### config.mk
export PLATFORM = sky130hd
export DESIGN_NAME = calendar_date_difference
export DESIGN_NICKNAME = d
export VERILOG_FILES = /design/src/hw/rtl/cdd_pkg.sv /design/src/hw/rtl/cdd_date_num.sv /design/src/hw/rtl/cdd_diff.sv /design/src/hw/rtl/calendar_date_difference.sv
export SDC_FILE = /design/constraint.sdc
export NUM_CORES = 2
export LEC_CHECK = 0
export BUFFER_PORTS_ARGS = -buffer_cell sky130_fd_sc_hd__buf_4
export CAP_MARGIN = 30
export CORE_ASPECT_RATIO = 0.8
export CORE_UTILIZATION = 60
export DETAILED_ROUTE_END_ITERATION = 10
export GPL_ROUTABILITY_DRIVEN = 1
export PLACE_DENSITY_LB_ADDON = 0.2
export SLEW_MARGIN = 10
export SYNTH_ARGS = -nofsm -noshare
export SYNTH_HDL_FRONTEND = slang
export SYNTH_SLANG_ARGS = --single-unit
### constraint.sdc
create_clock -name i_clk -period 54.5 [get_ports i_clk]
set_clock_uncertainty 0.15 [all_clocks]
set_input_delay 16.35 -clock i_clk [delete_from_list [all_inputs] [get_ports i_clk]]
set_output_delay 16.35 -clock i_clk [all_outputs]
set_load 0.01 [all_outputs]
### src/hw/rtl/cdd_pkg.sv
// Shared constants, widths and the month table for the calendar date difference block.
// No dependencies; imported by every module of the block.
package cdd_pkg;

    localparam int YEAR_W  = 14;
    localparam int MONTH_W = 4;
    localparam int DAY_W   = 5;
    localparam int SECS_W  = 17;

    localparam int DNUM_W  = 24;   // signed day number; y=0, m=0, d=0 gives -1
    localparam int DDIFF_W = 23;
    localparam int SDIFF_W = 40;
    localparam int SSAME_W = SECS_W + 1;

    localparam int DAYS_PER_YEAR = 365;
    localparam int SECS_PER_DAY  = 86400;

    // floor(x/25) == (x*1311) >> 15 for x < 4681, which covers every quotient input here
    localparam int RECIP25       = 1311;
    localparam int RECIP25_SHIFT = 15;
    localparam int RECIP25_W     = 11;

    localparam logic [MONTH_W-1:0] MONTH_FEB = 4'd2;
    localparam logic [MONTH_W-1:0] MONTH_DEC = 4'd12;

    // days before the first of the month in a common year; month zero counts as none
    function automatic logic [8:0] days_before_month(input logic [MONTH_W-1:0] m);
        logic [8:0] v;
        unique case (m)
            4'd0, 4'd1: v = 9'd0;
            4'd2:       v = 9'd31;
            4'd3:       v = 9'd59;
            4'd4:       v = 9'd90;
            4'd5:       v = 9'd120;
            4'd6:       v = 9'd151;
            4'd7:       v = 9'd181;
            4'd8:       v = 9'd212;
            4'd9:       v = 9'd243;
            4'd10:      v = 9'd273;
            4'd11:      v = 9'd304;
            default:    v = 9'd334;   // December and anything above
        endcase
        return v;
    endfunction

endpackage

### src/hw/rtl/cdd_date_num.sv
// Two-stage conversion of one Gregorian date into a signed day number counted from 1 Jan year 0.
// Depends on cdd_pkg.
module cdd_date_num import cdd_pkg::*; (
    input  logic                     i_clk,
    input  logic                     i_en,
    input  logic [YEAR_W-1:0]        i_year,
    input  logic [MONTH_W-1:0]       i_month,
    input  logic [DAY_W-1:0]         i_day,
    output logic signed [DNUM_W-1:0] o_day_num
);

    // stage 1: year products, quotients by reciprocal multiply, month offset
    logic [22:0] n_y365;
    logic [12:0] n_q4;
    logic [8:0]  n_q100;
    logic [5:0]  n_q400;
    logic [11:0] n_yq4;
    logic [7:0]  n_ql4;
    logic [9:0]  n_yq16;
    logic [5:0]  n_ql16;
    logic [9:0]  n_dpart;
    logic        n_after_feb;

    logic [YEAR_W:0]   w_y99, w_y399, w_y3;
    logic [12:0]       w_d100;
    logic [10:0]       w_d400;
    logic [23:0]       w_p100, w_p400, w_pl4, w_pl16;
    logic [MONTH_W-1:0] w_mc;

    always_comb begin
        w_y3   = {1'b0, i_year} + 15'd3;
        w_y99  = {1'b0, i_year} + 15'd99;
        w_y399 = {1'b0, i_year} + 15'd399;
        w_d100 = w_y99[YEAR_W:2];
        w_d400 = w_y399[YEAR_W:4];
        w_p100 = 24'(w_d100) * 24'(RECIP25);
        w_p400 = 24'(w_d400) * 24'(RECIP25);
        w_pl4  = 24'(i_year[YEAR_W-1:2]) * 24'(RECIP25);
        w_pl16 = 24'(i_year[YEAR_W-1:4]) * 24'(RECIP25);

        n_y365 = 23'(i_year) * 23'(DAYS_PER_YEAR);
        n_q4   = w_y3[YEAR_W:2];
        n_q100 = w_p100[RECIP25_SHIFT +: 9];
        n_q400 = w_p400[RECIP25_SHIFT +: 6];
        n_yq4  = i_year[YEAR_W-1:2];
        n_ql4  = w_pl4[RECIP25_SHIFT +: 8];
        n_yq16 = i_year[YEAR_W-1:4];
        n_ql16 = w_pl16[RECIP25_SHIFT +: 6];

        w_mc        = (i_month > MONTH_DEC) ? MONTH_DEC : i_month;
        n_dpart     = 10'(days_before_month(w_mc)) + 10'(i_day);
        n_after_feb = (w_mc > MONTH_FEB);
    end

    logic [22:0] r_y365;
    logic [12:0] r_q4;
    logic [8:0]  r_q100;
    logic [5:0]  r_q400;
    logic [11:0] r_yq4;
    logic [7:0]  r_ql4;
    logic [9:0]  r_yq16;
    logic [5:0]  r_ql16;
    logic [9:0]  r_dpart;
    logic        r_after_feb;
    logic [3:0]  r_ylo;

    always_ff @(posedge i_clk) begin
        if (i_en) begin
            r_y365      <= n_y365;
            r_q4        <= n_q4;
            r_q100      <= n_q100;
            r_q400      <= n_q400;
            r_yq4       <= n_yq4;
            r_ql4       <= n_ql4;
            r_yq16      <= n_yq16;
            r_ql16      <= n_ql16;
            r_dpart     <= n_dpart;
            r_after_feb <= n_after_feb;
            r_ylo       <= i_year[3:0];
        end
    end

    // stage 2: leap rule from remainders, then sum
    logic [11:0] w_r4;     // (y/4) mod 25, zero iff y mod 100 == 0 given y mod 4 == 0
    logic [9:0]  w_r16;
    logic        w_leap;
    logic [12:0] w_leaps;
    logic signed [DNUM_W-1:0] n_day_num;

    always_comb begin
        w_r4    = r_yq4 - 12'(r_ql4) * 12'd25;
        w_r16   = r_yq16 - 10'(r_ql16) * 10'd25;
        w_leap  = ((r_ylo[1:0] == 2'd0) && (w_r4 != 12'd0))
               || ((r_ylo == 4'd0) && (w_r16 == 10'd0));
        w_leaps = r_q4 - 13'(r_q100) + 13'(r_q400);
        n_day_num = $signed(DNUM_W'(r_y365)) + $signed(DNUM_W'(w_leaps))
                  + $signed(DNUM_W'(r_dpart))
                  + $signed(DNUM_W'(r_after_feb && w_leap)) - DNUM_W'(1);
    end

    logic signed [DNUM_W-1:0] r_day_num;

    always_ff @(posedge i_clk) begin
        if (i_en) begin
            r_day_num <= n_day_num;
        end
    end

    assign o_day_num = r_day_num;

endmodule

### src/hw/rtl/cdd_diff.sv
// Day-number subtraction and the seconds result (whole days or same-date seconds), two stages.
// Depends on cdd_pkg.
module cdd_diff import cdd_pkg::*; (
    input  logic                      i_clk,
    input  logic                      i_en,
    input  logic signed [DNUM_W-1:0]  i_num_a,
    input  logic signed [DNUM_W-1:0]  i_num_b,
    input  logic                      i_same,
    input  logic signed [SSAME_W-1:0] i_sec_same,
    output logic signed [DDIFF_W-1:0] o_day_diff,
    output logic signed [SDIFF_W-1:0] o_sec_diff
);

    // stage 3: day difference, full width so the seconds product sees it unwrapped
    logic signed [DNUM_W-1:0]  r_days;
    logic                      r_same;
    logic signed [SSAME_W-1:0] r_sec_same;

    always_ff @(posedge i_clk) begin
        if (i_en) begin
            r_days     <= i_num_b - i_num_a;
            r_same     <= i_same;
            r_sec_same <= i_sec_same;
        end
    end

    // stage 4: days * 86400 or same-date seconds
    logic signed [DNUM_W+17:0] w_prod;
    logic signed [SDIFF_W-1:0] n_sec_diff;

    always_comb begin
        w_prod     = r_days * $signed(18'(SECS_PER_DAY));
        n_sec_diff = r_same ? SDIFF_W'(r_sec_same) : w_prod[SDIFF_W-1:0];
    end

    logic signed [DDIFF_W-1:0] r_day_diff;
    logic signed [SDIFF_W-1:0] r_sec_diff;

    always_ff @(posedge i_clk) begin
        if (i_en) begin
            r_day_diff <= r_days[DDIFF_W-1:0];
            r_sec_diff <= n_sec_diff;
        end
    end

    assign o_day_diff = r_day_diff;
    assign o_sec_diff = r_sec_diff;

endmodule

### src/hw/rtl/calendar_date_difference.sv
// Top level: two date converters, difference stage and the valid pipeline with stall handling.
// Depends on cdd_pkg, cdd_date_num and cdd_diff.
//
//   channel   valid     stall     payload
//   input     i_valid   o_stall   i_year_a .. i_secs_b
//   output    o_valid   i_stall   o_day_diff, o_sec_diff
//
// Four register stages. One transaction per cycle while the pipeline is not held;
// it is a single-pass pipeline (no shared unit). Reset clears the valid bits only.
// The whole pipeline holds while the output register has a result and i_stall is
// high; o_stall follows that condition.
module calendar_date_difference import cdd_pkg::*; (
    input  logic                      i_clk,
    input  logic                      i_rst_n,
    input  logic                      i_valid,
    output logic                      o_stall,
    input  logic [YEAR_W-1:0]         i_year_a,
    input  logic [MONTH_W-1:0]        i_month_a,
    input  logic [DAY_W-1:0]          i_day_a,
    input  logic [SECS_W-1:0]         i_secs_a,
    input  logic [YEAR_W-1:0]         i_year_b,
    input  logic [MONTH_W-1:0]        i_month_b,
    input  logic [DAY_W-1:0]          i_day_b,
    input  logic [SECS_W-1:0]         i_secs_b,
    output logic                      o_valid,
    input  logic                      i_stall,
    output logic signed [DDIFF_W-1:0] o_day_diff,
    output logic signed [SDIFF_W-1:0] o_sec_diff
);

    logic [3:0] r_valid;
    logic       w_en;

    assign w_en    = !(r_valid[3] && i_stall);
    assign o_stall = !w_en;
    assign o_valid = r_valid[3];

    always_ff @(posedge i_clk) begin
        if (!i_rst_n) begin
            r_valid <= '0;
        end else if (w_en) begin
            r_valid <= {r_valid[2:0], i_valid};
        end
    end

    // same-date flag and seconds difference, delayed to meet the day numbers
    logic                      n_same;
    logic signed [SSAME_W-1:0] n_sec_same;
    logic [1:0]                r_same;
    logic signed [SSAME_W-1:0] r_sec_same [2];

    always_comb begin
        n_same     = (i_year_a == i_year_b) && (i_month_a == i_month_b) && (i_day_a == i_day_b);
        n_sec_same = $signed({1'b0, i_secs_b}) - $signed({1'b0, i_secs_a});
    end

    always_ff @(posedge i_clk) begin
        if (w_en) begin
            r_same        <= {r_same[0], n_same};
            r_sec_same[0] <= n_sec_same;
            r_sec_same[1] <= r_sec_same[0];
        end
    end

    logic signed [DNUM_W-1:0] w_num_a, w_num_b;

    cdd_date_num u_num_a (
        .i_clk     (i_clk),
        .i_en      (w_en),
        .i_year    (i_year_a),
        .i_month   (i_month_a),
        .i_day     (i_day_a),
        .o_day_num (w_num_a)
    );

    cdd_date_num u_num_b (
        .i_clk     (i_clk),
        .i_en      (w_en),
        .i_year    (i_year_b),
        .i_month   (i_month_b),
        .i_day     (i_day_b),
        .o_day_num (w_num_b)
    );

    cdd_diff u_diff (
        .i_clk      (i_clk),
        .i_en       (w_en),
        .i_num_a    (w_num_a),
        .i_num_b    (w_num_b),
        .i_same     (r_same[1]),
        .i_sec_same (r_sec_same[1]),
        .o_day_diff (o_day_diff),
        .o_sec_diff (o_sec_diff)
    );

endmodule
======== Word level (Yosys, flattened, before mapping) ========
Memory sizes are Yosys's and may differ from the RTL's. A register that Yosys moved wholly into a read port is not among the register bits.
Index checks and enable logic that the tools add are counted.
W data, S select, Z words.
word-level totals
  register bits ........................... 346
  bits in writable memories ............... 36
  ROM bits ................................ 288
  input port bits ......................... 84
  output and inout bits ................... 65
  memories kept ........................... 3
memories
  name             words  width  read ports  clocked after Yosys merged registers in  wr ports  RTL line                        source
  (no name shown)  16     9      1           0                                        0         cdd_pkg.sv:29                   unique case (m)
  (no name shown)  16     9      1           0                                        0         cdd_pkg.sv:29
  r_sec_same       2      18     2           1                                        2         calendar_date_difference.sv:50  logic signed [SSAME_W-1:0] r_sec_same [2];
cells by class
  $add $sub $neg .......................... 26
  multipliers ............................. 15
  order comparisons ....................... 4
  equal/unequal tests ..................... 3
  multiplexer cells ....................... 4
  reductions and logical operators ........ 20
operators with widths
  kind                      count
  $add A23 B13 Y24          2
  $add A24 B11 Y24          2
  $add A24 B2 Y24           2
  $mul A13 B11 Y24 const B  2
  $sub A24 B2 Y24 const B   2
  $mul A12 B11 Y23 const B  2
  $mul A14 B9 Y23 const B   2
  $mul A10 B11 Y21 const B  2
  $mul A11 B11 Y21 const B  2
  $mux W40                  1
  $mul A24 B11 Y33 const B  1
  $add A14 B2 Y15 const B   2
  $add A14 B7 Y15 const B   2
  $add A14 B9 Y15 const B   2
  $add A13 B6 Y13           2
  $sub A13 B9 Y13           2
  $mul A8 B5 Y12 const B    2
  $reduce_bool A12 Y1       2
  $sub A12 B12 Y12          2
  $sub A24 B24 Y24          1
  $add A9 B5 Y10            2
  $logic_not A10 Y1         2
  $mul A6 B5 Y10 const B    2
  $sub A10 B10 Y10          2
  13 further kinds          27

======== Depth between registers and ports, before layout ========
  depth in word-level cells ............... 8
  depth in mapped cells ................... 31
  depth with buffers taken out ............ 31

======== Cells and area by module ========
From an unflattened synthesis, not the netlist that was laid out.
unflattened totals
  cells, all modules ...................... 4981
  area, all modules ....................... 51431.8 sq um
by module, submodules not included
  module                    times used  cells an instance  area an instance (sq um)  seq. area each (sq um)
  cdd_date_num (u_num_b)    1           1977               20039.2                   3363.2
  cdd_date_num (u_num_a)    1           1932               19786.5                   3363.2
  cdd_diff                  1           869                9227.6                    3183.1
  calendar_date_difference  1           203                2378.5                    1221.2

======== Worst setup path after synthesis ========
OpenSTA, ideal clock, no wires.
  path kind ............................... input port to output port
  start point ............................. input port i_stall
  end point ............................... output port o_stall
  data arrival time ....................... 25.519 ns
  data required time ...................... 38.000 ns
  path slack .............................. 12.481 ns
  stages on the path ...................... 2
  buffers on the path ..................... 0
  path through ............................ nand2_1 > inv_1
on the way
  cells in the longest elaborated chain, start to end .. 1
RTL lines
  what                 RTL line                        source
  start: declaration   calendar_date_difference.sv:26  input logic i_stall,
  $logic_and A1 B1 Y1  calendar_date_difference.sv:34  assign w_en = !(r_valid[3] && i_stall);
  end: declaration     calendar_date_difference.sv:16  output logic o_stall,
Every way passes these cells.

======== Final worst setup path ========
Same ends and word-level chain as after synthesis.

==> impl_metrics.yaml <==
final_layout:
  num-fill-cells: 6582
  area_growth_pct: 8.44
  drive_gt1_share_pct: 5.44
  final_nets: 6755
  antenna_cells: 0
  multi_input_area_um2: 34800
  register_area_um2: 11100
  fin_area_um2: 54800
  utilization_pct: 66.1
setup_path:
  path_cells: "buf_4 > nand2_4 > inv_1 > buf_4"
  cp.arrival_ns: 17.47
  r2r_end: "u_num_b.o_day_num[23]"
  worstReg2RegStart: "u_num_b.r_ql4[3]"
  reg2reg_slack_ns: 46.52
  critPathKind: "in2out"
  end_kind: "output pin"
  cp_num_buf_inv: 3
  critPathLaunchType: "primary input"
  crit_path_max_fanout: 64
  crit_required_ns: 38.00
  cp_top_family: "simple AND/OR/NAND/NOR gates"
  reg2reg_depth: 29
  cp_slowest_cell: "nand2_4"
  max_stage_delay_ns: 0.57
  crit_top_cell: "buf_4"
global_route:
  grt_pass1_vias: 33100
  antenna_found_initial: 3
  grt.overflow.total: 0
  grt_pass1_wl_um: 165000
  grt_use_total_pct: 23.9
  grt_start_max_net_pins: 166
clocking:
  numCtsBuffers: 44
  cts_hold_buf: 0
  clock-sinks: 372
  cts_tree: "built"
  cts.repair.resized: 0
  cts.clk_slew.worst_paths_ns: 0.06
  clock_path_buffers: 3
  clock_latency_ns: 0.60
  postCtsSetupBuffers: 0
  h-tree-depth: 2
  cts.root.buffer_cell: "clkbuf_16"
detailed_routing:
  dr.pass1.iters: 5
  wl_per_cell_um: 15.9
  drt_wl_total_um: 98400
  drc: 0
  via_per_inst: 5.31
  drt_iter0_drc: 1582
  ant_nets: 0
  num_vias: 32800
floorplanning:
  start_util_pct: 61.0
  row_count: 94
  die_x_um: 326
  io_pins: 149
  die_y_um: 261
  dieArea_um2: 85300
  coreArea_um2: 82800
placement:
  io_buffers: 148
  hpwl_um: 81000
  gp_congestion: 0.863
  pre_cts_slack_ns: 20.50
  place_area_um2: 53100
logic_synthesis:
  netlist_instances: 4838
  synth_top_area_cell: "ha_1"
  synth_edf_count: 368
  ys_seq_area_share_pct: 22.0
  yosysMostFrequentCell: "inv_1"
  netlist_top_cells_count: "inv_1 (1192), ha_1 (1110), fa_1 (526), edfxtp_1 (368), xnor2_1 (235)"
  synth_flop_cell: "edfxtp_1"
  synthTopCellsByArea: "ha_1 (28%), edfxtp_1 (22%), fa_1 (21%)"
  ys_ff_latch: 372
  syn_area_um2: 50500
  avgSynthCellArea_um2: 10.4
  synth_cell_types: 80
  yosysWarningCount: 0
  synth_top_area_share_pct: 27.5
  synthArstFlopShare_pct: 0
status:
  status: "completed"
run:
  max_cap_violations: 0
sta:
  setup_viol: 0
  slew_headroom_pct: 30.3
  period_share_pct: 62.3
  worst_slack_ns: 20.53
  fin_tns_setup_ns: 0
  tightest_slew_ns: 1.04
  rsz0062_at_grt: "no"
  finalMaxSlewViolations: 0
  fmax_ghz: 0.0294
  period_needed_ns: 33.97
  hold_viol_final: 0
min_path:
  hp-class: "reg2reg"
  hold_path_depth: 0
  min_to: "r_sec_same[1][15]"
  worstHoldStart: "r_sec_same[0][15]"
[per-stage QoR]
step | hold slack (ns) | instances
2_1_floorplan | 0.250 | 4839
3_3_place_gp | 0.252 | 6089
3_5_place_dp | 0.255 | 6091
4_1_cts | 0.270 | 6173
5_1_grt | 0.276 | 6175
6_report | 0.268 | 6175
[worst reg2reg max path: cells and delay by family, from the launching register on]
kind / cells / cell delay, ns
AO/OA/AOI/OAI: 13 / 2.90
flip-flops: 1 / 0.47
XOR/XNOR: 1 / 0.12
AND/OR/NAND/NOR: 4 / 0.81
buffers and inverters: 3 / 0.16
adder cells (fa/ha/maj): 8 / 3.15
[final cells by class]
class | instances | share of cell area (%)
repair buffers | 173 | 2.43
flip-flops and latches | 372 | 20.3
inverters | 1192 | 8.17
clock buffers | 50 | 2.07
well taps | 1104 | 2.52
clock inverters | 32 | 0.896
multi-input cells | 3252 | 63.6
[registers in the layout, indices dropped and copies added (netlist names), 8 cells and up]
name / cells
u_diff.r_sec_same: 18
u_num_a.r_ql4: 8
r_sec_same: 36
u_num_a.r_yq16: 10
u_num_b.r_yq16: 10
u_num_a.o_day_num: 24
u_num_b.r_y365: 21
u_num_a.r_y365: 21
u_diff.o_sec_diff: 40
u_diff.r_days: 24
u_num_b.r_q4: 13
u_num_a.r_dpart: 10
u_num_b.r_q100: 9
u_num_b.o_day_num: 24
u_num_b.r_ql4: 8
u_diff.o_day_diff: 23
u_num_a.r_q100: 9
u_num_a.r_q4: 13
u_num_b.r_dpart: 10
[worst max-delay path by stage]
stage / to / slack, ns / depth (start not counted) / from
CTS: o_stall / 20.50 / 4 / i_stall
finish: o_stall / 20.53 / 4 / i_stall
detailed placement: o_stall / 20.50 / 4 / i_stall
floorplan: o_stall / 12.48 / 2 / i_stall
global placement: o_stall / 20.51 / 4 / i_stall
global route: o_stall / 20.39 / 4 / i_stall
[cells by family (layout without fill, tap and decap cells)]
kind of cell / count (synthesis) / count (layout) / share of synthesized area (%)
adders and majority gates: 1636 / 1636 / 48.4
buffers and inverters: 1215 / 1447 / 9.03
AOI/OAI and AO/OA: 654 / 654 / 8.46
and+or+nand+nor: 611 / 611 / 6.00
DFF: 372 / 372 / 22.0
xor gates and xnor gates: 331 / 331 / 5.74
muxes: 18 / 18 / 0.369
other: 1 / 2 / 0.00743
[layout by cell type (no fill, tap or decap), types with 12 or more instances in the layout]
master and instances:
o21ai_1 29, and2_1 19, o21ai_0 124, ha_1 1110, inv_1 1192, o21a_1 44, a31oi_1 25, a21oi_1 165
nand2_1 120, nand2b_1 37, clkbuf_16 44, o21bai_1 29, nor2_1 164, nor2b_1 48, or3_1 28, xnor2_1 235
buf_4 171, o2111ai_1 15, a211oi_1 26, nand4_1 12, nand3_1 51, a21o_1 76, xor2_1 96, mux2i_1 13
and3_1 19, fa_1 526, nor3_1 61, nor4_1 13, edfxtp_1 368
[layer usage]
layer	share of wire, %	GRT usage [%]
met3	4.0	2.95
met4	2.3	5.91
met5	0.013	0
met1	49	34.7
met2	44	38.2
Power is not shown: default switching activity piles up to over one toggle a cycle in this logic, so the estimate is an artifact.
